<file path="config.mk">
export PLATFORM = sky130hd
export DESIGN_NAME = crmr_div
export DESIGN_NICKNAME = d
export VERILOG_FILES = /design/src/hdl/crmr_pkg.sv /design/src/hdl/crmr_div.sv
export SDC_FILE = /design/constraint.sdc
export NUM_CORES = 1
export LEC_CHECK = 0
export ABC_AREA = 1
export CAP_MARGIN = 20
export CORE_MARGIN = 2
export CORE_UTILIZATION = 34
export CTS_CLUSTER_SIZE = 30
export DETAILED_ROUTE_END_ITERATION = 7
export DONT_BUFFER_PORTS = 1
export HOLD_SLACK_MARGIN = 0.05
export PLACE_DENSITY_LB_ADDON = 0.1
export SETUP_SLACK_MARGIN = 0.05
export SYNTH_ARGS = -nofsm -noshare
export SYNTH_HDL_FRONTEND = slang
export SYNTH_SLANG_ARGS = --single-unit
</file>
<file path="constraint.sdc">
create_clock -name clk -period 2.8 [get_ports clk]
set_input_delay 0.42 -clock clk [delete_from_list [all_inputs] [get_ports clk]]
set_output_delay 0.42 -clock clk [all_outputs]
set_load 0.02 [all_outputs]
</file>
<file path="src/hdl/crmr_pkg.sv">
// crmr_pkg: payload types and fixed widths for channel_running_mean_rms.
// No dependencies.
`default_nettype none
package crmr_pkg;
    localparam int CHAN_W  = 12;
    localparam int SAMP_W  = 20;
    localparam int MEAN_W  = 32;
    localparam int Q_W     = 64;
    localparam int CNT_W   = 16;
    localparam logic [CNT_W-1:0] COUNT_FULL = 16'hFFFF;
    localparam logic [Q_W-1:0]   VAR_LIMIT  = 64'h0000_FFFF_FFFF_FFFF;

    typedef struct packed {
        logic [CHAN_W-1:0] channel_index;
        logic [SAMP_W-1:0] sample_value;
    } in_item_t;

    typedef struct packed {
        logic [CHAN_W-1:0] out_channel;
        logic [MEAN_W-1:0] mean_value;
        logic [MEAN_W-1:0] rms_value;
        logic [CNT_W-1:0]  sample_count;
        logic              count_saturated;
    } out_item_t;
endpackage
`default_nettype wire

</file>
<file path="src/hdl/crmr_div.sv">
// crmr_div: restoring divider, one quotient bit per cycle (64 / 16 bit).
// Depends on crmr_pkg.
`default_nettype none
module crmr_div (
    input  wire logic                      clk,
    input  wire logic                      rst_n,
    input  wire logic                      start,
    input  wire logic [crmr_pkg::Q_W-1:0]   dividend,
    input  wire logic [crmr_pkg::CNT_W-1:0] divisor,
    output logic                           done,
    output logic [crmr_pkg::Q_W-1:0]        quotient
);
    logic [crmr_pkg::Q_W-1:0]   quo_reg, quo_next;
    logic [crmr_pkg::CNT_W:0]   rem_reg, rem_next;
    logic [crmr_pkg::CNT_W-1:0] den_reg, den_next;
    logic [6:0]                 cnt_reg, cnt_next;
    logic                       busy_reg, busy_next;
    logic                       done_reg, done_next;
    logic [crmr_pkg::CNT_W+1:0] trial;

    always_comb
    begin
        quo_next  = quo_reg;
        rem_next  = rem_reg;
        den_next  = den_reg;
        cnt_next  = cnt_reg;
        busy_next = busy_reg;
        done_next = 1'b0;
        trial     = '0;
        if (start)
        begin
            quo_next  = dividend;
            rem_next  = '0;
            den_next  = divisor;
            cnt_next  = 7'd0;
            busy_next = 1'b1;
        end
        else if (busy_reg)
        begin
            trial = {rem_reg, quo_reg[crmr_pkg::Q_W-1]} - {2'b00, den_reg};
            if (!trial[crmr_pkg::CNT_W+1])
            begin
                rem_next = trial[crmr_pkg::CNT_W:0];
                quo_next = {quo_reg[crmr_pkg::Q_W-2:0], 1'b1};
            end
            else
            begin
                rem_next = {rem_reg[crmr_pkg::CNT_W-1:0], quo_reg[crmr_pkg::Q_W-1]};
                quo_next = {quo_reg[crmr_pkg::Q_W-2:0], 1'b0};
            end
            cnt_next = cnt_reg + 7'd1;
            if (cnt_reg == 7'd63)
            begin
                busy_next = 1'b0;
                done_next = 1'b1;
            end
        end
    end

    always_ff @(posedge clk or negedge rst_n)
    begin
        if (!rst_n)
        begin
            busy_reg <= 1'b0;
            done_reg <= 1'b0;
            cnt_reg  <= '0;
        end
        else
        begin
            busy_reg <= busy_next;
            done_reg <= done_next;
            cnt_reg  <= cnt_next;
        end
    end

    always_ff @(posedge clk)
    begin
        quo_reg <= quo_next;
        rem_reg <= rem_next;
        den_reg <= den_next;
    end

    assign done     = done_reg;
    assign quotient = quo_reg;
endmodule
`default_nettype wire

</file>
==> flow_summary.yaml <==
sta:
  tightest_slew_ps: 559.1
  slew_viol_final: 0
  min_period_ps: 2464
  fmax_mhz: 405.8
  hold_viol: 0
  tns_ps: 0
  fin_skew_ps: 7.813
  setup_viol: 0
  max_slew_margin: 0.6272
  finalCritPeriodShare: 0.8801
  rsz0062_at_grt: "no"
worst_setup_path:
  r2r-start: "quotient[63]"
  r2r-end: "rem_reg[14]"
  critPathLaunch: "quotient[63]"
  cp-start-kind: "flop"
  r2r_setup_slack_ps: 340
  crit_path_end_kind: "flop"
  cp.arrival_ps: 2720
  critPathCapture: "rem_reg[14]"
  worst-setup-path-type: "reg -> reg"
  reg2reg_depth: 15
  worstPathRequired_ps: 3060
  crit_path_max_fanout: 3
drt:
  dr_total_vias: 4155
  dr.pass1.iters: 4
  via_per_inst: 4.622
  drc_errors: 0
  wire_per_inst_um: 14.78
  drt-initial-drc-count: 190
  ant_nets: 0
  drt-total-wl_um: 13290
floorplanning:
  die_area_um2: 17230
  die_w_um: 131.3
  core_area_um2: 15890
  initial_core_util: 0.3466
  die_height_um: 131.3
  io_pins: 148
  rows: 46
final_layout:
  drive_above_1_share: 0.04699
  nNetsFinal: 777
  final_cell_area_um2: 6043
  fillers: 1691
  area_delta_synth_final_pct: 9.748
  largest_reg_flops: 64
yosys:
  synth_edf_count: 80
  ys_types: 33
  yosysWarningCount: 0
  synth_flop_cell: "edfxtp_1"
  ys_async_sr_fraction: 0.08491
  syn_area_um2: 5507
  synth-seq-area-share: 0.5390
  avgSynthCellArea_um2: 8.122
  synth_fp_nets: 779
  synthCells: 678
  yosys_register_bits: 106
global_route:
  antenna_found_initial: 2
  grt_pass1_vias: 4211
  grt_usage: 0.1596
  grt_pass1_wl_um: 21970
  overflow: 0
  grt_max_degree: 87
clock_tree:
  clockRootBuffer: "clkbuf_16"
  htreeDepth: 3
  cts_tree: "done"
  post_cts_buffers: 0
  path_clk_slew_ps: 80
  cts_buffer_depth: 2
  cts_num_sinks: 106
  insertion_delay_ps: 360
  cts-buffers-inserted: 9
  cts_resized: 0
placement:
  post-dp-hpwl_um: 9454
  placed_cell_area_um2: 5734
  gp_congestion: 0.8006
  io_buffer_count: 0
job:
  cap_violations: 0
power_and_ir_drop:
  pwr_density_cell_nw_per_um2: 835.5
  peakVddDrop_v: 0.0003200
  leakagePower_nw: 2.988
status:
  status: "finished clean"
min_path:
  hold_path.class: "in -> reg"
## cells by family after synthesis
logic type / count (synthesis) / synth area share
AO/OA/AOI/OAI: 24 / 0.02386
XOR/XNOR: 8 / 0.01272
adder cells (fa/ha/maj): 18 / 0.04226
buffers and inverters: 100 / 0.07112
flip-flops: 106 / 0.5390
AND/OR/NAND/NOR: 422 / 0.3111
## synthesized netlist by cell type (3+ instances only)
| cell type | count | share of area |
|---|---|---|
| a21oi_1 | 13 | 0.012 |
| buf_1 | 4 | 0.0027 |
| clkbuf_1 | 13 | 0.0089 |
| dfrtp_1 | 9 | 0.041 |
| dfxtp_1 | 17 | 0.062 |
| edfxtp_1 | 80 | 0.44 |
| ha_1 | 17 | 0.039 |
| inv_1 | 78 | 0.053 |
| nand2_1 | 330 | 0.22 |
| nand3_1 | 54 | 0.049 |
| nor2_1 | 20 | 0.014 |
| nor3_1 | 3 | 0.0027 |
| o21ai_0 | 7 | 0.0064 |
| o21bai_1 | 3 | 0.0041 |
| xnor2_1 | 5 | 0.0080 |
| xor2_1 | 3 | 0.0048 |
## worst min path at each step
stage | start | to | slack, ps | cells after the start
6_report | divisor[3] | den_reg[3] | 160 | 0
5_1_grt | divisor[7] | den_reg[7] | 130 | 0
4_1_cts | divisor[10] | den_reg[10] | 140 | 0
3_5_place_dp | rst_n | done | 120 | 0
3_3_place_gp | rst_n | done | 120 | 0
2_1_floorplan | rst_n | busy_reg | 120 | 0
## routing by layer
metal | vias up | wire [um] | track usage
met1 | 1893 | 5750 | 0.1894
met4 | 0 | 164 | 0.04227
met2 | 112 | 6175 | 0.2591
met3 | 12 | 1195 | 0.07755
li1 | 2138 | - | -
met5 | - | 0 | 0
## cells in the final DEF (no fill, tap or decap), drive strengths merged, types with 9 or more instances in the layout
cell	instances
a21oi	14
clkbuf	9
dfrtp	9
dfxtp	17
edfxtp	80
ha	17
inv	83
nand2	333
nand3	55
nor2	21
## what timing repair did
item	4_1_cts	5_1_grt
endpoints found under the setup margin	0	0
hold buffers	1	0
endpoints found under the hold margin	9	0
## stage by stage
stage / utilization / hold WS [ps] / setup slack [ps] / total power [mW] / instances
2_1_floorplan: - / 124.4 / 335.4 / 3.493 / 678
3_3_place_gp: 0.3610 / 124.8 / 418.2 / 3.820 / 880
3_5_place_dp: 0.3610 / 124.9 / 348.5 / 3.822 / 880
4_1_cts: 0.3801 / 137.6 / 327.8 / 5.130 / 897
5_1_grt: 0.3801 / 132.0 / 117.6 / 5.455 / 897
6_report: 0.3804 / 155.8 / 335.8 / 5.049 / 899
## worst max-delay path: stages (launching register included)
cell      delay [ps]
edfxtp_1         470
inv_1             90
ha_1             250
fa_1             420
inv_1             70
nand2_1           40
nand2_1           80
nand2_1           80
o21bai_1         330
nand3_1          160
nand2_1           90
nand2_1           40
nand2_1           60
nand2_1           50
nand3_1           70
nand2_1           50
## power by group
group	internal, mW	switching (mW)
clock network	0.630	0.642
logic	0.574	1.00
registers	1.93	0.277
total	3.13	1.92
## layout make-up
cell class	count	area, um^2	share of cell area
Sequential cell	106	2968	0.4911
Multi-Input combinational cell	472	2147	0.3553
Inverter	79	296.5	0.04907
Tap cell	216	270.3	0.04472
Clock buffer	9	225.2	0.03727
Clock inverter	7	68.82	0.01139
Timing Repair Buffer	8	62.56	0.01035
Antenna cell	2	5.005	0.0008282
No activity file was read; power rests on OpenSTA's default activity.
