==> config.mk <==
export PLATFORM = sky130hd
export DESIGN_NAME = crmr_sqrt
export DESIGN_NICKNAME = d
export VERILOG_FILES = /design/src/hdl/crmr_pkg.sv /design/src/hdl/crmr_sqrt.sv
export SDC_FILE = /design/constraint.sdc
export NUM_CORES = 1
export LEC_CHECK = 0
export ABC_AREA = 1
export BUFFER_PORTS_ARGS = -buffer_cell sky130_fd_sc_hd__buf_4
export CORE_ASPECT_RATIO = 0.5
export CORE_MARGIN = 10
export CORE_UTILIZATION = 45
export DETAILED_ROUTE_END_ITERATION = 7
export MAX_ROUTING_LAYER = met4
export SLEW_MARGIN = 20
export SYNTH_ARGS = -nofsm -noshare
export SYNTH_HDL_FRONTEND = slang
export SYNTH_SLANG_ARGS = --single-unit
==> constraint.sdc <==
create_clock -name clk -period 4.05 [get_ports clk]
set_clock_uncertainty 0.15 [all_clocks]
set_input_delay 0.2025 -clock clk [delete_from_list [all_inputs] [get_ports clk]]
set_output_delay 0.2025 -clock clk [all_outputs]
set_load 0.03 [all_outputs]
==> src/hdl/crmr_pkg.sv <==
// crmr_pkg: payload types and fixed widths for channel_running_mean_rms.
// No dependencies.
`default_nettype none
package crmr_pkg;
    localparam int CHAN_W  = 12;
    localparam int SAMP_W  = 20;
    localparam int MEAN_W  = 32;
    localparam int Q_W     = 64;
    localparam int CNT_W   = 16;
    localparam logic [CNT_W-1:0] COUNT_FULL = 16'hFFFF;
    localparam logic [Q_W-1:0]   VAR_LIMIT  = 64'h0000_FFFF_FFFF_FFFF;

    typedef struct packed {
        logic [CHAN_W-1:0] channel_index;
        logic [SAMP_W-1:0] sample_value;
    } in_item_t;

    typedef struct packed {
        logic [CHAN_W-1:0] out_channel;
        logic [MEAN_W-1:0] mean_value;
        logic [MEAN_W-1:0] rms_value;
        logic [CNT_W-1:0]  sample_count;
        logic              count_saturated;
    } out_item_t;
endpackage
`default_nettype wire

==> src/hdl/crmr_sqrt.sv <==
// crmr_sqrt: digit-by-digit integer square root, one result bit per cycle.
// Depends on crmr_pkg.
`default_nettype none
module crmr_sqrt (
    input  wire logic                       clk,
    input  wire logic                       rst_n,
    input  wire logic                       start,
    input  wire logic [crmr_pkg::Q_W-1:0]    radicand,
    output logic                            done,
    output logic [crmr_pkg::MEAN_W-1:0]      root
);
    logic [crmr_pkg::Q_W-1:0]    x_reg, x_next;
    logic [crmr_pkg::MEAN_W+1:0] rem_reg, rem_next;
    logic [crmr_pkg::MEAN_W-1:0] root_reg, root_next;
    logic [5:0]                  cnt_reg, cnt_next;
    logic                        busy_reg, busy_next;
    logic                        done_reg, done_next;
    logic [crmr_pkg::MEAN_W+1:0] shifted;
    logic [crmr_pkg::MEAN_W+1:0] trial;

    always_comb
    begin
        x_next    = x_reg;
        rem_next  = rem_reg;
        root_next = root_reg;
        cnt_next  = cnt_reg;
        busy_next = busy_reg;
        done_next = 1'b0;
        shifted   = {rem_reg[crmr_pkg::MEAN_W-1:0], x_reg[crmr_pkg::Q_W-1 -: 2]};
        trial     = {root_reg, 2'b01};
        if (start)
        begin
            x_next    = radicand;
            rem_next  = '0;
            root_next = '0;
            cnt_next  = '0;
            busy_next = 1'b1;
        end
        else if (busy_reg)
        begin
            x_next = {x_reg[crmr_pkg::Q_W-3:0], 2'b00};
            if (shifted >= trial)
            begin
                rem_next  = shifted - trial;
                root_next = {root_reg[crmr_pkg::MEAN_W-2:0], 1'b1};
            end
            else
            begin
                rem_next  = shifted;
                root_next = {root_reg[crmr_pkg::MEAN_W-2:0], 1'b0};
            end
            cnt_next = cnt_reg + 6'd1;
            if (cnt_reg == 6'd31)
            begin
                busy_next = 1'b0;
                done_next = 1'b1;
            end
        end
    end

    always_ff @(posedge clk or negedge rst_n)
    begin
        if (!rst_n)
        begin
            busy_reg <= 1'b0;
            done_reg <= 1'b0;
            cnt_reg  <= '0;
        end
        else
        begin
            busy_reg <= busy_next;
            done_reg <= done_next;
            cnt_reg  <= cnt_next;
        end
    end

    always_ff @(posedge clk)
    begin
        x_reg    <= x_next;
        rem_reg  <= rem_next;
        root_reg <= root_next;
    end

    assign done = done_reg;
    assign root = root_reg;
endmodule
`default_nettype wire

==> impl_metrics.ini, run 1 <==
[floorplan]
design.core.area_um2 = 17530
die_w_um = 209.9
design.die.area_um2 = 24130
die_h_um = 115.0
rows = 34
start_util_pct = 46.31
ioPinCount = 100

[timing]
final-hold-violation-count = 0
fin_tns_setup_ns = 0
rsz0062_at_grt = false
period_share_pct = 70.80
max_slew_margin_pct = 52.36
tightest_slew_ns = 0.7138
fmax_mhz = 348.8
post-route-min-period_ns = 2.867
hold_slack_ns = 0.2008
maxSlewViolCount = 0
setup-violations-final = 0

[finish]
multi_input_area_um2 = 3901
drive_gt1_share_pct = 12.53
regArea_um2 = 3403
diodes = 0
area_growth_pct = 26.65
fillCellCount = 1656
fin_cells = 1567
largest_reg_flops = 64
nets = 1422
design_area_um2 = 10280

[logic_synthesis]
synth.yosys.seq_area_share_pct = 41.93
yosysWarnings = 0
synth_top_area_cell = nand2_1
syn_area_um2 = 8117
synth_cell_types = 38
syn_nets = 1264
yosysTopAreaCellShare_pct = 23.72
synth_cells = 1162
avgSynthCellArea_um2 = 6.985
ys_top_cells_by_area = nand2_1 24%, edfxtp_1 24%, dfxtp_1 16%
ys_ff_latch = 136

[routing]
drt_wl_total_um = 24130
wire_per_inst_um = 15.40
drc = 0
vias_per_cell = 4.892
first_iter_violations = 618
vias = 7665
dr.pass1.iters = 5
antenna_left = 0

[run]
cap_violations = 0

[clock_tree]
cts_root_buf = clkbuf_16
clk_latency_ns = 0.42
htreeDepth = 4
numCtsBuffers = 17
cts_hold_buf = 66
ctsResizeCount = 0
clk_path_buf_depth = 2
path_clk_slew_ns = 0.07
cts_sinks = 136
cts_tree = done
post_cts_buffers = 0

[power_and_ir_drop]
peakVddDrop_uv = 345.8
total_leakage_power_uw = 0.005321
power.density_nw_per_um2 = 705.6

[setup_path]
arrival_ns = 3.02
required_ns = 4.21
crit_path_end = rem_reg[27]
crit_path_start = root[5]
r2r_slack_ns = 1.18
crit_type = register to register
endpoint_kind = register
reg2regPathDepth = 16
worstPathMaxFanout = 33
start_kind = register
reg2reg_from = root[5]
regToRegEndpoint = rem_reg[27]

[global_routing]
overflow = 0
gr-usage-all-layers_pct = 20.71
grt_pass1_vias = 7703
grt_max_degree = 67
antenna_found_initial = 0
grt_first_pass_wirelength_um = 39580

[placement]
place_inst = 1469
dp_hpwl_um = 16970
place_area_um2 = 9064
port_buffers = 99
place.gp.congestion = 0.9618

[min_path]
hold_class = primary input to register

[outcome]
status = finished clean
==> metrics by stage <==
| stage | power [uW] | util, % | worst slack [ns] |
|---|---|---|---|
| floorplan | 4743 | - | 0.8639 |
| global placement | 5634 | 51.71 | 1.201 |
| detailed placement | 5655 | 51.71 | 1.170 |
| CTS | 7241 | 58.65 | 1.157 |
| global route | 7882 | 58.65 | 0.9127 |
| finish | 7253 | 58.65 | 1.183 |
==> synthesized netlist by cell type <==
master,instances
nor2_2,7
ha_1,35
o22ai_1,31
o21bai_1,3
a31oi_1,1
nor2_8,1
buf_4,2
buf_6,3
nand4_1,9
clkbuf_1,24
nand3_1,88
a21o_1,1
nor2_1,45
xnor2_1,7
a22o_1,1
nor3_1,6
nand2_1,513
nor4_1,1
nor2_4,1
nor4_4,1
nand2_8,1
inv_1,166
o21ai_0,7
nand2_4,2
dfxtp_1,64
nand3b_1,11
xor2_1,7
buf_2,3
nand2_2,7
o21ai_1,7
or2_2,1
clkinv_1,3
buf_1,1
inv_2,6
edfxtp_1,64
a21oi_1,22
dfrtp_1,8
nand3_2,2
==> where the power goes <==
part / internal (uW) / switching [uW]
Sequential: 1650 / 120
Combinational: 1340 / 2620
Clock: 853 / 664
Total: 3850 / 3400
==> worst min path at each step <==
| stage | end | from | cells after the start | slack (ns) |
|---|---|---|---|---|
| floorplan | busy_reg | rst_n | 0 | -0.24 |
| CTS | rem_reg[29] | start | 5 | 0.18 |
| global placement | done | rst_n | 1 | -0.12 |
| finish | rem_reg[30] | start | 5 | 0.20 |
| global route | rem_reg[26] | start | 5 | 0.21 |
| detailed placement | done | rst_n | 1 | -0.12 |
==> cell type report <==
type / instances / share of cell area [%]
Clock inverter: 13 / 1.193
Clock buffer: 19 / 4.211
Sequential cell: 136 / 33.11
Tap cell: 234 / 2.848
Inverter: 175 / 6.402
Multi-Input combinational cell: 818 / 37.95
Timing Repair Buffer: 172 / 14.29
==> placed cells by master (no fill, tap or decap), drive strengths merged <==
cell type	instances
a22o	1
a31oi	1
nor3	6
xor2	7
clkbuf	19
inv	175
a21oi	22
edfxtp	64
nand2	523
xnor2	7
nor2	54
or2	1
a21o	1
dfxtp	64
o22ai	31
nand4	9
dlygate4sd3	66
o21ai	14
ha	35
bufinv	1
nand3	90
nand3b	11
dfrtp	8
clkinvlp	4
nor4	2
clkinv	8
buf	106
o21bai	3
==> worst max-delay path, cell delays in order, from the launching register on <==
cell and delay [ns]:
dfxtp_1 0.33, inv_1 0.07, ha_1 0.35, nand2_1 0.10, nand2_1 0.09, nand2_1 0.07
nand2_1 0.10, inv_2 0.07, nand3_2 0.15, nand2_1 0.15, nand2_2 0.11, nand2_4 0.36
nand2_8 0.26, nand2_2 0.21, nand2_1 0.07, nand2_1 0.06, nand2_1 0.04
==> logic make-up after synthesis <==
family	count (synthesis)	share of synthesized area, %
flops	136	41.93
fa+ha+maj	35	5.395
buf+inv	208	10.04
simple gates	696	35.96
compound gates	73	5.164
xor+xnor	14	1.511
==> layer usage <==
layer / global-route usage [%] / up-vias / wire length [um]
met3: 3.925 / 7 / 1131
li1: - / 3965 / -
met1: 28.64 / 3515 / 12640
met5: - / - / 0
met2: 31.14 / 178 / 10260
met4: 3.764 / 0 / 93
No activity file was read; power rests on OpenSTA's default activity.
==> run 2, diff against run 1 <==
--- a/config.mk
+++ b/config.mk
@@ -5,13 +5,14 @@
 export SDC_FILE = /design/constraint.sdc
 export NUM_CORES = 1
 export LEC_CHECK = 0
-export ABC_AREA = 1
+export ABC_AREA = 0
 export BUFFER_PORTS_ARGS = -buffer_cell sky130_fd_sc_hd__buf_4
 export CORE_ASPECT_RATIO = 0.5
 export CORE_MARGIN = 10
 export CORE_UTILIZATION = 45
 export DETAILED_ROUTE_END_ITERATION = 7
 export MAX_ROUTING_LAYER = met4
+export PLACE_DENSITY = 0.67
 export SLEW_MARGIN = 20
 export SYNTH_ARGS = -nofsm -noshare
 export SYNTH_HDL_FRONTEND = slang
==> constraint.sdc (replaced) <==
create_clock -name clk -period 2.6 [get_ports clk]
set_clock_uncertainty 0.15 [all_clocks]
set_input_delay 0.13 -clock clk [delete_from_list [all_inputs] [get_ports clk]]
set_output_delay 0.13 -clock clk [all_outputs]
set_load 0.03 [all_outputs]
==> run 2 against run 1 <==
  * The run now ends with negative setup slack left
  * Global-route usage decreased by 0.70 points
  * Power increased by 79%
  * Critical path depth decreased by 6
  * Cell area increased by 15%
  * Non-clock buffer count increased by 161
  * Hold slack improved by 0.17 ns
  * Die area decreased by 3.3%
  * Clock power increased by 60%
  * Core utilization increased by 12 points
  * First-iteration DRC count decreased by 31%
  * Maximum frequency decreased by 0.13%
  * Area after synthesis decreased by 3.8%
==> impl_metrics.ini, run 2 <==
[outcome]
status = complete, but fails checks
violations = negative setup slack

[timing]
post-route-min-period_ns = 2.871
rsz0062_at_grt = true
fin_ws_ns = -0.2711
max_slew_margin_pct = 57.28
hold_slack_ns = 0.3673
setup-violations-final = 30
fmax_mhz = 348.3
maxSlewViolCount = 0
tightest_slew_ns = 0.6408
final-hold-violation-count = 0
period_share_pct = 110.4

[setup_path]
worstPathMaxFanout = 5
slowest_stage = or4b_1
cp_num_cells = 10
reg2reg_from = root[8]
slowest_delay_ns = 0.47
path_delay_family = compound AO/OA/AOI/OAI gates
crit_path_end = rem_reg[23]
crit_top_cell = a21oi_2
crit_type = register to register
r2r_slack_ns = -0.27
regToRegEndpoint = rem_reg[23]
cp_num_buf_inv = 1
required_ns = 2.79
crit_chain = inv_4 -> ha_4 -> a21oi_2 -> o21bai_1 -> a221oi_2 -> a21oi_2 -> o41a_4 -> or4b_1 -> a31o_1 -> a311oi_2
reg2regPathDepth = 10
endpoint_kind = register
crit_path_start = root[8]
arrival_ns = 3.06
start_kind = register

[logic_synthesis]
syn_nets = 861
async_reset_ff_share_pct = 5.882
synth_edf_count = 64
ys_top_cells_by_area = edfxtp_1 25%, dfxtp_1 16%, mux2_2 9.1%
synth_top_area_cell = edfxtp_1
synth_cell_types = 73
synth_compound_area_share_pct = 12.98
yosysWarnings = 0
synth_simple_gate_area_share_pct = 12.97
ys_top_cells_by_count = 96 x nor2_1, 64 x dfxtp_1, 64 x edfxtp_1
ys_ff_latch = 136
synth_top_family_by_area = multiplexers
synthXorXnorAreaFrac_pct = 2.917
ys.flop_type = edfxtp_1
synth_mux_area_share_pct = 16.53
synth_cells = 759
yosysMostFrequentCell = nor2_1
avgSynthCellArea_um2 = 10.28
syn_area_um2 = 7806
yosysTopAreaCellShare_pct = 24.62
synth.yosys.seq_area_share_pct = 43.60
synth-adder-area-share_pct = 5.610

[global_routing]
busiest_layer = met2
met3_usage_pct = 4.157
grt_pass1_vias = 7086
antenna_found_initial = 0
use_met1_pct = 25.31
overflow = 0
gr-usage-all-layers_pct = 20.02
grt_max_degree = 107
grt_first_pass_wirelength_um = 36800
use_met2_pct = 32.34

[placement]
pre_cts_slack_ns = -0.3960
place_inst = 1190
dp_hpwl_um = 14500
place_area_um2 = 9997
port_buffers = 99
place.gp.congestion = 0.8492

[finish]
nets = 1168
area_growth_pct = 51.66
final_common_cell = buf_4
fillCellCount = 1183
regArea_um2 = 3490
drive_gt1_share_pct = 45.88
largest_reg_flops = 64
layout_common_cells = 248 x buf_4, 95 x nor2_1, 67 x dlygate4sd3_1, 64 x edfxtp_1, 63 x mux2_2
multi_input_area_um2 = 4523
diodes = 0
design_area_um2 = 11840
fin_cells = 1306

[routing]
vias = 6796
antenna_left = 0
drt_wl_total_um = 22350
wire_per_inst_um = 17.11
vias_per_cell = 5.204
drc = 0
first_iter_violations = 424
dr.pass1.iters = 5

[floorplan]
design.core.area_um2 = 16680
rows = 33
ioPinCount = 100
die_w_um = 206.3
start_util_pct = 46.80
die_h_um = 113.1
design.die.area_um2 = 23330

[clock_tree]
cts_sinks = 136
cts_root_buf = clkbuf_16
numCtsBuffers = 17
cts_tree = done
clk_path_buf_depth = 2
htreeDepth = 4
clk_latency_ns = 0.43
path_clk_slew_ns = 0.07

[run]
cap_violations = 0

[min_path]
hold_class = register to register

[power_and_ir_drop]
total_leakage_power_uw = 0.005277
power.density_nw_per_um2 = 1099
peakVddDrop_uv = 660.1
==> run 2: cell count changes in the layout (fill, tap and decap cells not counted), sizes merged, moves of 24 or more <==
cell	change
inv	-129
a211oi	+24
mux2	+63
nand3	-83
nand2	-481
mux2i	+58
buf	+160
nor2	+42
o22ai	-28
==> run 2: timing repair <==
action                                 in CTS  in global routing
hold buffers                               67                  0
pin swaps                                  36                 23
gates cloned                                2                  0
setup endpoints to repair                  33                 33
gates resized for setup                    46                 53
endpoints found under the hold margin      73                  0
setup buffers                              13                  7
==> run 2: how the worst min path moves through the flow <==
stage | to | cells after the start | start | slack [ns]
detailed placement | cnt_reg[1] | 1 | rst_n | -0.19
CTS | rem_reg[26] | 2 | rem_reg[26] | 0.38
global route | x_reg[53] | 3 | radicand[53] | 0.39
global placement | cnt_reg[1] | 1 | rst_n | -0.20
floorplan | busy_reg | 0 | rst_n | -0.32
finish | rem_reg[26] | 2 | rem_reg[26] | 0.37
==> run 2: kinds of logic after synthesis <==
group	Yosys count
multiplexers	121
XOR/XNOR	26
flip-flops	136
AO/OA/AOI/OAI	141
adder cells (fa/ha/maj)	35
buffers and inverters	87
AND/OR/NAND/NOR	213
==> run 2: tightest hold or removal path: cells and delay by family (launching register included) <==
family / cells / cell delay [ns]
compound gates: 1 / 0.06
flops: 1 / 0.32
simple gates: 1 / 0.09
==> run 2: final cells by class <==
| class | count | area share, % |
|---|---|---|
| multi-input combinational | 536 | 38.21 |
| sequential | 136 | 29.48 |
| timing repair buffer | 333 | 23.63 |
| clock buffer | 19 | 3.657 |
| tap | 227 | 2.399 |
| inverter | 42 | 1.416 |
| clock inverter | 13 | 1.215 |
==> run 2: where the power goes <==
group	internal (uW)	switching, uW
Combinational	4340	3510
Clock	1420	1010
Sequential	2540	184
==> run 2: stage by stage <==
step,setup TNS (ns),util (%),power [uW]
after floorplan,-0.8316,-,6874
after CTS,-2.132,69.58,12370
after global placement,-5.447,59.93,8801
after detailed placement,-9.021,59.93,8896
after global routing,-5.512,70.97,13750
final,-2.870,70.97,13010
==> run 2: routing by layer <==
metal / vias to the layer above / part of all wire, %
li1: 3368 / -
met1: 3250 / 47
met2: 158 / 48
met3: 20 / 4.1
met4: 0 / 1.0
met5: - / 0
==> run 3, diff against run 2 <==
--- a/config.mk
+++ b/config.mk
@@ -8,11 +8,11 @@
 export ABC_AREA = 0
 export BUFFER_PORTS_ARGS = -buffer_cell sky130_fd_sc_hd__buf_4
 export CORE_ASPECT_RATIO = 0.5
-export CORE_MARGIN = 10
+export CORE_MARGIN = 2
 export CORE_UTILIZATION = 45
 export DETAILED_ROUTE_END_ITERATION = 7
 export MAX_ROUTING_LAYER = met4
-export PLACE_DENSITY = 0.67
+export PLACE_DENSITY_LB_ADDON = 0.05
 export SLEW_MARGIN = 20
 export SYNTH_ARGS = -nofsm -noshare
 export SYNTH_HDL_FRONTEND = slang
==> run 3 against run 2 <==
  * The flow still finishes with violations (negative setup slack)
  * Non-clock buffer count unchanged
  * Power down 0.30%
  * Wire length down 8.5%
  * Clock-buffer cell count unchanged
  * Die area down 21%
==> impl_metrics.ini, run 3 (synthesized netlist as in run 2, its figures left out) <==
[power_and_ir_drop]
swShare_pct = 35.85
pwr-share-seq_pct = 20.9
total_leakage_power_uw = 0.005278
power.density_nw_per_um2 = 1097
p_comb_share_pct = 60.4
p_total_uw = 12970
clock_power_share_pct = 18.8
peakVddDrop_uv = 756.6
power.internal_uw = 8320
netSwitchingPower_uw = 4649

[global_routing]
overflow = 0
gr-usage-all-layers_pct = 23.62
grt_max_degree = 65
antenna_found_initial = 0
grt_first_pass_wirelength_um = 33720
grt_pass1_vias = 6818

[routing]
vias_per_cell = 5.143
vias = 6717
dr.pass1.iters = 5
drc = 0
first_iter_violations = 378
wire_per_inst_um = 15.66
antenna_left = 0
drt_wl_total_um = 20450

[placement]
place_inst = 1192
place_area_um2 = 10040
port_buffers = 99
dp_hpwl_um = 13410
place.gp.congestion = 0.8602

[clock_tree]
cts_root_buf = clkbuf_16
numCtsBuffers = 17
cts_tree = done
htreeDepth = 4
path_clk_slew_ns = 0.07
cts_sinks = 136
clk_path_buf_depth = 2
clk_latency_ns = 0.43

[finish]
design_area_um2 = 11820
diodes = 0
drive_gt1_share_pct = 45.23
regArea_um2 = 3486
nets = 1168
multi_input_area_um2 = 4499
fin_cells = 1306
fillCellCount = 1259
layout_common_cells = 248 x buf_4, 95 x nor2_1, 66 x dlygate4sd3_1, 64 x edfxtp_1, 63 x mux2_2
largest_reg_flops = 64
area_growth_pct = 51.39
final_common_cell = buf_4

[timing]
final-hold-violation-count = 0
rsz0062_at_grt = true
maxSlewViolCount = 0
fin_ws_ns = -0.2207
max_slew_margin_pct = 59.47
fin_tns_setup_ns = -2.962
post-route-min-period_ns = 2.821
setup-violations-final = 30
period_share_pct = 108.5
fmax_mhz = 354.5
tightest_slew_ns = 0.6079

[floorplan]
design.die.area_um2 = 18480
ioPinCount = 100
die_w_um = 190.3
design.core.area_um2 = 16680
start_util_pct = 46.80
rows = 33
die_h_um = 97.13

[setup_path]
reg2regPathDepth = 10
required_ns = 2.80
crit_type = register to register
r2r_slack_ns = -0.22
crit_path_start = root[12]
arrival_ns = 3.02
regToRegEndpoint = rem_reg[23]
endpoint_kind = register
reg2reg_from = root[12]
worstPathMaxFanout = 5
start_kind = register

[outcome]
violations = negative setup slack
status = complete, but fails checks

[min_path]
hp-start = start
whs_endpoint = root[1]
whs_path_depth = 2
hold_class = primary input to register

[run]
cap_violations = 0
-- run 3: metrics by stage --
step | util, % | hold WS [ns] | setup WS [ns]
after floorplan | - | -0.3156 | -0.3220
after global routing | 70.84 | 0.05804 | -0.2906
after global placement | 60.17 | -0.1970 | -0.2748
final | 70.84 | 0.06044 | -0.2207
after CTS | 70.04 | 0.04597 | -0.2172
after detailed placement | 60.17 | -0.1938 | -0.3725
-- run 3: layout make-up --
cell class / count / area share [%]
inverter: 42 / 1.376
timing repair buffer: 333 / 23.77
sequential: 136 / 29.50
tap: 227 / 2.403
multi-input combinational: 536 / 38.07
clock inverter: 13 / 1.218
clock buffer: 19 / 3.663
-- run 3: layer usage --
metal,vias up,share of wire [%],track usage (%),wire length (um)
li1,3369,-,-,-
met1,3198,49,31.23,10050
met2,125,46,36.78,9448
met3,25,3.5,5.020,718
met4,0,1.1,6.619,232
met5,-,0,-,0
-- run 3: worst max-delay path by stage --
stage	to	slack, ns	depth (start not counted)
floorplan	rem_reg[27]	-0.32	11
global route	rem_reg[21]	-0.29	11
detailed placement	rem_reg[27]	-0.37	10
global placement	rem_reg[27]	-0.27	10
finish	rem_reg[23]	-0.22	10
CTS	rem_reg[27]	-0.22	10
-- run 3: critical path, stage by stage (launching register included) --
cell	delay, ns
dfxtp_4	0.34
inv_2	0.04
ha_4	0.25
a211oi_4	0.22
o21ai_1	0.10
o311a_1	0.13
and2_4	0.17
o41a_4	0.45
or4b_1	0.47
a31o_1	0.20
a311oi_2	0.22
-- run 3: timing repair --
item | 4_1_cts | 5_1_grt
pin swaps | 43 | 18
resized for setup | 60 | 26
buffers inserted | 12 | 7
gates cloned | 1 | 0
hold buffers | 66 | 0
hold endpoints to repair | 72 | 0
setup endpoints to repair | 32 | 33
-- run 3: power groups by stage --
stage | sequential [uW] | combinational [uW] | clock [uW]
detailed placement | 2720 | 6220 | 0
floorplan | 2740 | 4140 | 0
global route | 2730 | 8420 | 2590
CTS | 2690 | 7440 | 2490
finish | 2700 | 7830 | 2440
global placement | 2710 | 6180 | 0
