$ cat config.mk
export PLATFORM = sky130hd
export DESIGN_NAME = crmr_mul
export DESIGN_NICKNAME = d
export VERILOG_FILES = /design/src/hdl/crmr_pkg.sv /design/src/hdl/crmr_mul.sv
export SDC_FILE = /design/constraint.sdc
export NUM_CORES = 1
export LEC_CHECK = 0
export ABC_AREA = 1
export BUFFER_PORTS_ARGS = -buffer_cell sky130_fd_sc_hd__buf_4
export CAP_MARGIN = 25
export CELL_PAD_IN_SITES_DETAIL_PLACEMENT = 2
export CELL_PAD_IN_SITES_GLOBAL_PLACEMENT = 2
export CORE_ASPECT_RATIO = 0.75
export CORE_UTILIZATION = 35
export CTS_BUF_LIST = sky130_fd_sc_hd__clkbuf_2 sky130_fd_sc_hd__clkbuf_4 sky130_fd_sc_hd__clkbuf_8
export DETAILED_ROUTE_END_ITERATION = 7
export PLACE_DENSITY_LB_ADDON = 0.15
export RECOVER_POWER = 25
export SYNTH_ARGS = -nofsm -noshare
export SYNTH_HDL_FRONTEND = slang
export SYNTH_SLANG_ARGS = --single-unit
export TNS_END_PERCENT = 10
$ cat constraint.sdc
create_clock -name clk -period 4.6 [get_ports clk]
set_input_delay 0.46 -clock clk [delete_from_list [all_inputs] [get_ports clk]]
set_output_delay 0.46 -clock clk [all_outputs]
set_load 0.02 [all_outputs]
$ cat src/hdl/crmr_pkg.sv
// crmr_pkg: payload types and fixed widths for channel_running_mean_rms.
// No dependencies.
`default_nettype none
package crmr_pkg;
    localparam int CHAN_W  = 12;
    localparam int SAMP_W  = 20;
    localparam int MEAN_W  = 32;
    localparam int Q_W     = 64;
    localparam int CNT_W   = 16;
    localparam logic [CNT_W-1:0] COUNT_FULL = 16'hFFFF;
    localparam logic [Q_W-1:0]   VAR_LIMIT  = 64'h0000_FFFF_FFFF_FFFF;

    typedef struct packed {
        logic [CHAN_W-1:0] channel_index;
        logic [SAMP_W-1:0] sample_value;
    } in_item_t;

    typedef struct packed {
        logic [CHAN_W-1:0] out_channel;
        logic [MEAN_W-1:0] mean_value;
        logic [MEAN_W-1:0] rms_value;
        logic [CNT_W-1:0]  sample_count;
        logic              count_saturated;
    } out_item_t;
endpackage
`default_nettype wire

$ cat src/hdl/crmr_mul.sv
// crmr_mul: shift-add multiplier, one multiplier bit per cycle (32 x 32).
// Depends on crmr_pkg.
`default_nettype none
module crmr_mul (
    input  wire logic                       clk,
    input  wire logic                       rst_n,
    input  wire logic                       start,
    input  wire logic [crmr_pkg::MEAN_W-1:0] a,
    input  wire logic [crmr_pkg::MEAN_W-1:0] b,
    output logic                            done,
    output logic [crmr_pkg::Q_W-1:0]         product
);
    logic [crmr_pkg::Q_W-1:0]    acc_reg, acc_next;
    logic [crmr_pkg::Q_W-1:0]    mcand_reg, mcand_next;
    logic [crmr_pkg::MEAN_W-1:0] mplier_reg, mplier_next;
    logic [5:0]                  cnt_reg, cnt_next;
    logic                        busy_reg, busy_next;
    logic                        done_reg, done_next;

    always_comb
    begin
        acc_next    = acc_reg;
        mcand_next  = mcand_reg;
        mplier_next = mplier_reg;
        cnt_next    = cnt_reg;
        busy_next   = busy_reg;
        done_next   = 1'b0;
        if (start)
        begin
            acc_next    = '0;
            mcand_next  = {{(crmr_pkg::Q_W-crmr_pkg::MEAN_W){1'b0}}, a};
            mplier_next = b;
            cnt_next    = '0;
            busy_next   = 1'b1;
        end
        else if (busy_reg)
        begin
            if (mplier_reg[0])
                acc_next = acc_reg + mcand_reg;
            mcand_next  = {mcand_reg[crmr_pkg::Q_W-2:0], 1'b0};
            mplier_next = {1'b0, mplier_reg[crmr_pkg::MEAN_W-1:1]};
            cnt_next    = cnt_reg + 6'd1;
            if (cnt_reg == 6'd31)
            begin
                busy_next = 1'b0;
                done_next = 1'b1;
            end
        end
    end

    always_ff @(posedge clk or negedge rst_n)
    begin
        if (!rst_n)
        begin
            busy_reg <= 1'b0;
            done_reg <= 1'b0;
            cnt_reg  <= '0;
        end
        else
        begin
            busy_reg <= busy_next;
            done_reg <= done_next;
            cnt_reg  <= cnt_next;
        end
    end

    always_ff @(posedge clk)
    begin
        acc_reg    <= acc_next;
        mcand_reg  <= mcand_next;
        mplier_reg <= mplier_next;
    end

    assign done    = done_reg;
    assign product = acc_reg;
endmodule
`default_nettype wire

==> results of run 1 <==
==> where the power goes <==
group	total [mW]	switching, mW	internal [mW]
combinational	1.22	0.854	0.367
clock	1.16	0.748	0.414
sequential	1.77	0.100	1.67
total	4.15	1.70	2.45
==> critical path: cells and delay by family, from the launching register on <==
kind / cells / cell delay [ns]
compound gates: 2 / 0.54
fa+ha+maj: 1 / 0.39
buf+inv: 2 / 0.15
flops: 1 / 0.47
simple gates: 8 / 1.25
==> worst paths after layout <==
check	from	endpoint	slack, ns	depth (start not counted)
hold reg to reg	mcand_reg[53]	mcand_reg[53]	0.51	2
setup reg to reg	product[44]	product[61]	1.72	13
hold / removal	b[31]	mplier_reg[31]	0.16	3
setup / recovery	product[44]	product[61]	1.72	13
max in group asynchronous	rst_n	cnt_reg[5]	3.84	2
min in group asynchronous	rst_n	cnt_reg[2]	0.43	2
==> synth_stat cells (2+ instances only) <==
master,number,area [um2]
ha_1,64,801
nand4_1,11,68.8
o21ai_0,45,225
o211ai_1,3,22.5
buf_1,2,7.51
nand2_1,792,2970
nor3_2,5,50.1
o22ai_1,30,188
nor3_1,11,55.1
xnor2_1,4,35.0
o21bai_1,2,15.0
clkbuf_1,34,128
nand3_1,79,395
and2_1,3,18.8
nor2_2,11,68.8
dfxtp_1,96,1920
nand2_2,16,100
a21oi_1,48,240
nor2_1,231,867
inv_1,408,1530
nand3_2,7,70.1
buf_2,5,25.0
dfrtp_1,8,200
xor2_1,27,236
a31oi_1,2,12.5
edfxtp_1,64,1920
==> layout make-up <==
class | instances | area [um2] | share of cell area
Timing Repair Buffer | 138 | 846 | 0.0610
Multi-Input combinational cell | 1393 | 6480 | 0.467
Sequential cell | 168 | 4040 | 0.291
Clock inverter | 15 | 175 | 0.0126
Tap cell | 450 | 563 | 0.0406
Clock buffer | 17 | 234 | 0.0169
Inverter | 410 | 1540 | 0.111
==> per-layer routing <==
metal	wire length (um)	vias to the layer above	global-route usage
li1	-	6292	-
met4	741	0	0.0725
met5	0	-	0
met3	3060	37	0.0631
met2	23000	263	0.474
met1	27100	6479	0.439
==> logic make-up after synthesis <==
group	after synthesis	synth area share
and+or+nand+nor	1167	0.382
buffers and inverters	452	0.140
DFF	168	0.331
AOI/OAI and AO/OA	130	0.0575
adders and majority gates	65	0.0672
xor gates and xnor gates	31	0.0222
==> stage by stage <==
| stage | instance area, um2 | worst slack, ns | total power, mW | hold slack (ns) |
|---|---|---|---|---|
| floorplan | 12200 | 1.25 | 2.51 | 0.164 |
| global placement | 13700 | 1.92 | 2.96 | 0.283 |
| detailed placement | 13700 | 1.82 | 3.04 | 0.288 |
| CTS | 14100 | 1.78 | 4.22 | 0.129 |
| global route | 13900 | 1.53 | 4.36 | 0.160 |
| finish | 13900 | 1.72 | 4.15 | 0.164 |
==> placed cells by master, fill, tap and decap left out, drive strengths merged <==
master / synthesis / routed
ha: 64 / 64
nand3: 86 / 86
and2: 3 / 3
clkinvlp: 0 / 1
buf: 8 / 82
nor3: 16 / 16
fa: 1 / 1
xnor2: 4 / 4
nor2: 242 / 242
o21ai: 45 / 45
edfxtp: 64 / 64
dfxtp: 96 / 96
o22ai: 30 / 30
clkinv: 1 / 7
nor4: 1 / 1
nand4: 11 / 11
xor2: 27 / 27
a31oi: 2 / 2
o21bai: 2 / 2
a21oi: 48 / 48
o211ai: 3 / 3
nand2: 808 / 808
dlygate4sd3: 0 / 1
inv: 409 / 417
clkbuf: 34 / 72
dfrtp: 8 / 8
==> out/metrics.csv, run 1 <==
stage,metric,value,unit
routing,drtIter0Drc,763,
critical_path,crit_fanout,5,
sta,fin_crit_sh,0.626,
sta,drv_slew,86,
place,place_inst,2558,
clock_network,clkTransAtPathRegs,0.12,ns
place,dpl.hpwl,42200,um
routing,routed_wirelength,53900,um
sta,rsz0062_at_grt,no,
clock_network,insertion_delay,0.55,ns
place,gp_congestion,0.916,
floorplan,die_height,164,um
run_status,violations,"max-capacitance violations, max-slew violations",
synthesis,syn_inst,2013,
critical_path,arrival,3.33,ns
synthesis,synth.net_count,2145,
power,power.leakage,7.83,nW
cells_and_area,utilization,0.409,
synthesis,async_flop_share,0.0476,
power,powerDensity,299,nW/um2
power,peakVddDrop,0.188,mV
sta,setup-tns-final,0,ns
run,cap_violations,1,
clock_network,cts_buffers,17,
synthesis,yosysSeqAreaShare,0.331,
clock_network,cts_max_path_buffers,2,
synthesis,syn-cell-area,12200,um2
cells_and_area,antenna_cells,0,
clock_network,cts_resized,0,
sta,max_freq,347,MHz
global_route,grt_usage,0.308,
worst_hold_path,hp-class,in -> reg,
clock_network,root_buffer,clkbuf_8,
cells_and_area,final_nets,2260,
critical_path,end_kind,flip-flop,
critical_path,crit_chain,"ha_1, nand2_1, inv_1, nand2_1, nand2_1, a21oi_1, nand2_1, a21oi_1, nand2_1, nand2_1, nand3_1, nand2_1, inv_1",
run_status,status,"complete, but fails checks",
floorplan,core,34000,um2
critical_path,max_stage_delay,0.47,ns
sta,hold_viol_final,0,
routing,drt_first_pass_iters,5,
critical_path,critPathSlowestCell,dfxtp_1,
global_route,grt_pass1_wl,81700,um
cells_and_area,n_fill_cell,4373,
routing,routedWlPerCell,20.8,um
routing,num_vias,13071,
floorplan,io_pins,132,
place,numPortBuffers,131,
synthesis,yosys_warnings,0,
cells_and_area,syn_to_final_growth,13.6,%
clock_network,clkSinkCount,168,
synthesis,synth_ff_type,dfxtp_1,
clock_network,cts_setup_buffers,0,
sta,finalSetupViolations,0,
clock_network,htreeDepth,4,
routing,vias_per_cell,5.04,
routing,post-route-drc-count,0,
global_route,grt_overflow,0,
synthesis,avgSynthCellArea,6.07,um2
clock_network,postCtsHoldBufs,1,
cells_and_area,drive_gt1_frac,0.0729,
global_route,grt_antenna_before_repair,0,
sta,max_slew.worst_pin.slew,1.95,ns
critical_path,cp_common_cell,nand2_1,
sta,max_slew_margin,-0.302,
critical_path,required,5.05,ns
sta,fin_crit,2.88,ns
synthesis,yosysUniqueCellTypes,31,
routing,antenna_left,0,
clock_network,tritoncts,done,
floorplan,die_area,35700,um2
synthesis,ys_ff_latch,168,
global_route,grt_pass1_vias,13909,
floorplan,num_rows,58,
floorplan,die_width,218,um
floorplan,initial_utilization,0.360,
cells_and_area,fin_cells,2591,
sta,clock_skew,0.0229,ns
critical_path,startpoint_type,flip-flop,
synthesis,synth-edff-count,64,
global_route,grt_max_degree,99,
critical_path,path_class,reg -> reg,
No activity file was read; power rests on OpenSTA's default activity.
==> run 2: changes to the inputs <==
--- a/config.mk
+++ b/config.mk
@@ -5,13 +5,13 @@
 export SDC_FILE = /design/constraint.sdc
 export NUM_CORES = 1
 export LEC_CHECK = 0
-export ABC_AREA = 1
+export ABC_AREA = 0
 export BUFFER_PORTS_ARGS = -buffer_cell sky130_fd_sc_hd__buf_4
 export CAP_MARGIN = 25
 export CELL_PAD_IN_SITES_DETAIL_PLACEMENT = 2
 export CELL_PAD_IN_SITES_GLOBAL_PLACEMENT = 2
 export CORE_ASPECT_RATIO = 0.75
-export CORE_UTILIZATION = 35
+export CORE_UTILIZATION = 34
 export CTS_BUF_LIST = sky130_fd_sc_hd__clkbuf_2 sky130_fd_sc_hd__clkbuf_4 sky130_fd_sc_hd__clkbuf_8
 export DETAILED_ROUTE_END_ITERATION = 7
 export PLACE_DENSITY_LB_ADDON = 0.15
==> constraint.sdc (replaced) <==
create_clock -name clk -period 2.6 [get_ports clk]
set_input_delay 0.26 -clock clk [delete_from_list [all_inputs] [get_ports clk]]
set_output_delay 0.26 -clock clk [all_outputs]
set_load 0.02 [all_outputs]
==> out/metrics.csv, run 2 <==
stage,metric,value,unit,change
floorplan,core,29100,um2,-14%
synthesis,yosysUniqueCellTypes,72,,+130%
cells_and_area,final_nets,1581,,-30%
sta,drv_slew,72,,-16%
critical_path,cp-startpoint,mcand_reg[15],,
floorplan,num_rows,54,,-6.9%
routing,post-route-drc-count,0,,unchanged
cells_and_area,final_common_cell,buf_4,,
synthesis,synth.net_count,1193,,-44%
critical_path,max_stage_delay,0.48,ns,about the same
synthesis,synth_ff_type,dfxtp_1,,
synthesis,syn-cell-area,10100,um2,-18%
routing,routedWlPerCell,22.9,um,+10%
synthesis,synth_top_area_share,0.191,,-0.0522
cells_and_area,fin_area,14600,um2,+5.5%
synthesis,yosys.area.top_type,dfxtp_1,,
critical_path,path_class,reg -> reg,,
critical_path,rr_worst_depth,14,,+1
sta,fin_crit,3.22,ns,+0.341 ns
critical_path,startpoint_type,flip-flop,,
critical_path,crit_end,product[55],,
clock_network,insertion_delay,0.53,ns,-0.02 ns
run_status,violations,"max-capacitance violations, max-slew violations, negative setup slack",,
place,gp_congestion,0.873,,-4.8%
critical_path,r2r_start,mcand_reg[15],,
cells_and_area,layout_common_cells,"394 x buf_4, 137 x nand2_1, 94 x dfxtp_1",,
critical_path,cp_common_cell,buf_4,,
sta,setup-tns-final,-31.25,ns,-31.25 ns
clock_network,cts_max_path_buffers,2,,unchanged
clock_network,cts_buffers,17,,unchanged
power,peakVddDrop,0.389,mV,+110%
clock_network,clkSinkCount,168,,unchanged
power,pwr-share-comb,0.442,,+0.148
cells_and_area,drive_gt1_frac,0.417,,+0.344
synthesis,avgSynthCellArea,9.48,um2,+56%
power,power.leakage,6.77,nW,-13%
synthesis,ys_ff_latch,168,,unchanged
run,cap_violations,1,,unchanged
place,dpl.hpwl,28900,um,-32%
synthesis,yosysSeqAreaShare,0.402,,+0.0711
global_route,grt_pass1_wl,64300,um,-21%
place,place_area,13200,um2,-3.3%
global_route,grt_antenna_before_repair,0,,unchanged
routing,vias_per_cell,5.37,,+6.4%
cells_and_area,syn_to_final_growth,45.5,%,
sta,finalSetupViolations,94,,+94
critical_path,arrival,3.69,ns,+0.36 ns
sta,max_slew_margin,-0.245,,+0.0572
critical_path,crit_fanout,2,,-3
sta,max_freq,310,MHz,-11%
synthesis,synthTopCellsByCount,"141 x nand2_1, 112 x a21oi_1, 96 x dfxtp_1",,
critical_path,timing.rr.end,product[55],,
floorplan,initial_utilization,0.346,,-0.0136
critical_path,critPathSlowestCell,edfxtp_1,,
floorplan,die_area,30300,um2,-15%
critical_path,end_kind,flip-flop,,
worst_hold_path,hp-class,in -> reg,,
synthesis,yosys_warnings,0,,unchanged
power,seq_power_share,0.343,,-0.083
clock_network,htreeDepth,4,,unchanged
global_route,grt_usage,0.278,,-0.0300
sta,max_slew.worst_pin.slew,1.87,ns,-0.0858 ns
cells_and_area,antenna_cells,0,,unchanged
sta,hold_viol_final,0,,unchanged
routing,drt_first_pass_iters,5,,unchanged
global_route,grt_overflow,0,,unchanged
clock_network,root_buffer,clkbuf_8,,
cells_and_area,multi_input_area,6280,um2,-3.0%
synthesis,syn_inst,1061,,-47%
cells_and_area,n_fill_cell,3003,,-31%
sta,rsz0062_at_grt,yes,,
power,powerDensity,631,nW/um2,+110%
critical_path,r2r_slack,-0.62,ns,-2.34 ns
sta,clock_skew,0.0197,ns,-0.00323 ns
power,p_sw_frac,0.391,,-0.0187
synthesis,synth_area_leaders,"dfxtp_1 19%, edfxtp_1 19%, ha_1 8.0%",,
routing,antenna_left,0,,unchanged
floorplan,die_width,201,um,-7.9%
sta,fin_crit_sh,1.24,,+0.613
synthesis,yosysMostFrequentCell,nand2_1,,
place,numPortBuffers,131,,unchanged
floorplan,die_height,151,um,-7.9%
sta,timing.final.ws_setup,-0.622,ns,-2.34 ns
global_route,grt_max_degree,72,,-27%
global_route,grt_pass1_vias,11052,,-21%
routing,routed_wirelength,42400,um,-21%
synthesis,async_flop_share,0.0476,,unchanged
power,internal_power,5.62,mW,+130%
run_status,status,"complete, but fails checks",,
power,power_frac_clock,0.215,,-0.065
critical_path,crit_chain,"ha_4, nand2_4, buf_6, nor3_4, nand4_4, a2111oi_4, buf_4, o211ai_1, o21ai_2, buf_4, nor2_4, o31a_1, or3_1, a31oi_1",,
synthesis,synth-edff-count,64,,unchanged
power,switching_power,3.62,mW,+110%
routing,drtIter0Drc,511,,-33%
clock_network,tritoncts,done,,
critical_path,required,3.06,ns,-1.99 ns
cells_and_area,regArea,4050,um2,about the same
routing,num_vias,9947,,-24%
clock_network,clkTransAtPathRegs,0.11,ns,about the same
power,power,9.24,mW,+120%
floorplan,io_pins,132,,unchanged
run 2: cells by family after synthesis:
family	after synthesis	share of synthesized area
AND/OR/NAND/NOR	300	0.135
AO/OA/AOI/OAI	296	0.191
flip-flops	168	0.402
multiplexers	96	0.103
buffers and inverters	79	0.0373
adder cells (fa/ha/maj)	65	0.0816
XOR/XNOR	57	0.0496
run 2: layout make-up:
cell class	count	area share
Clock buffer	17	0.0160
Clock inverter	15	0.0109
Inverter	12	0.00333
Multi-Input combinational cell	814	0.429
Sequential cell	168	0.277
Tap cell	392	0.0335
Timing Repair Buffer	436	0.230
run 2: worst min-delay path by stage:
stage	end	startpoint	slack (ns)	cells after the start
floorplan	busy_reg	rst_n	-0.04	0
global placement	done	rst_n	0.09	1
detailed placement	cnt_reg[0]	rst_n	0.09	1
CTS	mcand_reg[8]	a[8]	0.0005	2
global route	mplier_reg[4]	b[4]	0.007	2
finish	mcand_reg[6]	a[6]	0.04	2
run 2: per-layer routing:
metal	wire, um	GRT usage	vias up
li1	-	-	4627
met1	19400	0.355	5025
met2	20300	0.472	231
met3	1790	0.0566	64
met4	895	0.0901	0
met5	0	0	-
run 2: critical path: cells and delay by family, from the launching register on:
family,cells,cell delay (ns)
AO/OA/AOI/OAI,5,1.09
AND/OR/NAND/NOR,5,0.79
flip-flops,1,0.48
buffers and inverters,3,0.46
adder cells (fa/ha/maj),1,0.33
run 2: through the flow:
stage | worst slack [ns] | hold slack (ns) | util | std cells
4_1_cts | -0.498 | 0.000509 | 0.490 | 1843
2_1_floorplan | -0.183 | -0.0356 | - | 1061
3_3_place_gp | -0.619 | 0.0875 | 0.455 | 1775
5_1_grt | -0.753 | 0.00661 | 0.504 | 1854
6_report | -0.622 | 0.0398 | 0.504 | 1854
3_5_place_dp | -0.687 | 0.0901 | 0.455 | 1775
run 2: power groups by stage:
stage	clock, mW	combinational, mW	sequential, mW
floorplan	0	1.58	3.32
global placement	0	3.29	3.17
detailed placement	0	3.45	3.19
CTS	2.03	3.71	3.14
global route	2.14	4.32	3.19
finish	1.99	4.08	3.17
run 2: repair_timing:
| action | CTS | global route |
|---|---|---|
| setup buffers | 6 | 12 |
| hold buffers | 30 | 0 |
| endpoints found under the hold margin | 37 | 0 |
| gates resized for setup | 60 | 64 |
| pin swaps | 38 | 37 |
| setup endpoints to repair | 51 | 53 |
==> run 3: changes to the inputs <==
--- a/config.mk
+++ b/config.mk
@@ -14,6 +14,7 @@
 export CORE_UTILIZATION = 34
 export CTS_BUF_LIST = sky130_fd_sc_hd__clkbuf_2 sky130_fd_sc_hd__clkbuf_4 sky130_fd_sc_hd__clkbuf_8
 export DETAILED_ROUTE_END_ITERATION = 7
+export GPL_TIMING_DRIVEN = 0
 export PLACE_DENSITY_LB_ADDON = 0.15
 export RECOVER_POWER = 25
 export SYNTH_ARGS = -nofsm -noshare
==> out/metrics.csv, run 3 (synthesis results as in run 2) <==
stage,metric,value,unit,change
clock_network,insertion_delay,0.50,ns,-0.03 ns
critical_path,r2r_slack,-0.61,ns,+0.02 ns
global_route,grt_antenna_before_repair,0,,unchanged
sta,drv_slew,0,,-100%
cells_and_area,antenna_cells,0,,unchanged
clock_network,htreeDepth,4,,unchanged
cells_and_area,final_common_cell,buf_4,,
run_status,status,"complete, but fails checks",,
sta,clock_skew,0.0278,ns,+0.00808 ns
clock_network,cts_buffers,17,,unchanged
cells_and_area,drive_gt1_frac,0.288,,-0.128
sta,rsz0062_at_grt,yes,,
sta,max_slew_margin,0.411,,+0.656
sta,fin_crit_sh,1.23,,-0.00583
critical_path,cp_common_cell,o211ai_1,,
routing,antenna_left,0,,unchanged
routing,drt_first_pass_iters,5,,unchanged
critical_path,max_stage_delay,0.42,ns,-0.06 ns
floorplan,die_area,30300,um2,unchanged
floorplan,initial_utilization,0.346,,unchanged
routing,drtIter0Drc,389,,-24%
sta,finalSetupViolations,47,,-50%
routing,post-route-drc-count,0,,unchanged
clock_network,root_buffer,clkbuf_8,,
global_route,grt_pass1_wl,56200,um,-13%
clock_network,clkTransAtPathRegs,0.12,ns,about the same
routing,num_vias,9097,,-8.5%
cells_and_area,final_nets,1400,,-11%
floorplan,io_pins,132,,unchanged
cells_and_area,n_fill_cell,3131,,+4.3%
critical_path,required,2.99,ns,-0.07 ns
sta,fin_hold_ws,0.0485,ns,+0.00873 ns
routing,routed_wirelength,36500,um,-14%
global_route,grt_overflow,0,,unchanged
sta,timing.final.ws_setup,-0.607,ns,+0.0152 ns
sta,hold_viol_final,0,,unchanged
place,dpl.hpwl,25500,um,-12%
floorplan,num_rows,54,,unchanged
place,numPortBuffers,130,,-0.76%
critical_path,startpoint_type,flip-flop,,
critical_path,worst_path_dominant_cell_family,compound AO/OA/AOI/OAI gates,,
power,power.leakage,5.54,nW,-18%
floorplan,die_height,151,um,unchanged
critical_path,end_kind,flip-flop,,
routing,routedWlPerCell,21.8,um,-4.8%
power,peakVddDrop,0.317,mV,-19%
critical_path,crit_chain,"ha_1, buf_6, buf_6, a21oi_2, o211ai_1, a211oi_2, o211ai_1, o211ai_1, o21ai_2, o31ai_4, o21ai_1, o311a_1, mux2_4",,
routing,vias_per_cell,5.44,,+1.3%
sta,max_slew.worst_pin.slew,0.884,ns,-0.984 ns
power,powerDensity,645,nW/um2,+2.2%
cells_and_area,utilization,0.445,,-0.0587
floorplan,die_width,201,um,unchanged
sta,fin_crit,3.21,ns,-0.0152 ns
cells_and_area,syn_to_final_growth,28.6,%,
global_route,grt_usage,0.239,,-0.0393
run_status,violations,negative setup slack,,
critical_path,crit_fanout,4,,+2
critical_path,critPathSlowestCell,edfxtp_1,,
run,cap_violations,0,,-1
global_route,grt_max_degree,35,,-51%
clock_network,clkSinkCount,168,,unchanged
clock_network,cts_max_path_buffers,2,,unchanged
global_route,grt_pass1_vias,9733,,-12%
sta,max_freq,312,MHz,+0.47%
cells_and_area,layout_common_cells,"146 x buf_4, 136 x nand2_1, 95 x dfxtp_1",,
critical_path,arrival,3.60,ns,-0.09 ns
clock_network,tritoncts,done,,
floorplan,core,29100,um2,unchanged
worst_hold_path,hp-class,in -> reg,,
place,gp_congestion,0.802,,-8.1%
place,place_area,11600,um2,-12%
cells_and_area,fin_area,12900,um2,-12%
critical_path,path_class,reg -> reg,,
critical_path,critPathBufInv,2,,-1
==> run 3: cell types whose count changed in the layout (fill, tap and decap cells not counted), sizes merged <==
cell | before | now
clkbuf | 21 | 100
dlygate4sd3 | 30 | 1
buf | 402 | 170
inv | 18 | 22
clkdlybuf4s15 | 0 | 1
clkinv | 6 | 3
clkinvlp | 3 | 2
==> run 3: timing repair <==
item / CTS / global route
hold buffers: 1 / 0
resized for setup: 96 / 65
pin swaps: 49 / 46
setup endpoints to repair: 115 / 116
endpoints found under the hold margin: 8 / 0
buffers inserted: 47 / 17
gates cloned: 0 / 0
==> run 3: cell type report <==
| type | instances | area [um2] | share of cell area |
|---|---|---|---|
| plain buffers | 61 | 342 | 0.0264 |
| clock buffers | 17 | 234 | 0.0181 |
| clock inverters | 15 | 160 | 0.0124 |
| inverters | 12 | 48.8 | 0.00377 |
| multi-input cells | 814 | 6290 | 0.487 |
| flip-flops and latches | 168 | 4050 | 0.313 |
| well taps | 392 | 490 | 0.0379 |
| repair buffers | 194 | 1320 | 0.102 |
==> run 3: power by group <==
group	total (mW)	internal [mW]	switching [mW]
Sequential	3.21	2.98	0.223
Combinational	3.15	1.34	1.81
Clock	1.98	0.735	1.24
==> run 3: final timing paths <==
check / from / to / cells past startpoint
max: mcand_reg[16] / product[63] / 13
min: b[31] / mplier_reg[31] / 2
max reg2reg: mcand_reg[16] / product[63] / 13
min reg2reg: product[29] / product[29] / 2
max in group asynchronous: rst_n / cnt_reg[5] / 2
min in group asynchronous: rst_n / cnt_reg[4] / 2
==> run 3: metal layers <==
layer / global-route usage / vias to the layer above / share of wire
met4: 0.0492 / 0 / 0.015
met3: 0.0467 / 37 / 0.044
met1: 0.330 / 4591 / 0.49
met5: 0 / - / 0
li1: - / 4297 / -
met2: 0.386 / 172 / 0.45
==> run 3: metrics by stage <==
stage	TNS (ns)	cells	power, mW	worst slack [ns]
2_1_floorplan	-1.43	1061	4.89	-0.183
3_3_place_gp	-110.08	1583	5.66	-1.17
3_5_place_dp	-93.62	1584	5.75	-1.01
4_1_cts	-36.05	1663	8.21	-0.628
5_1_grt	-24.86	1673	8.75	-0.746
6_report	-17.81	1673	8.34	-0.607
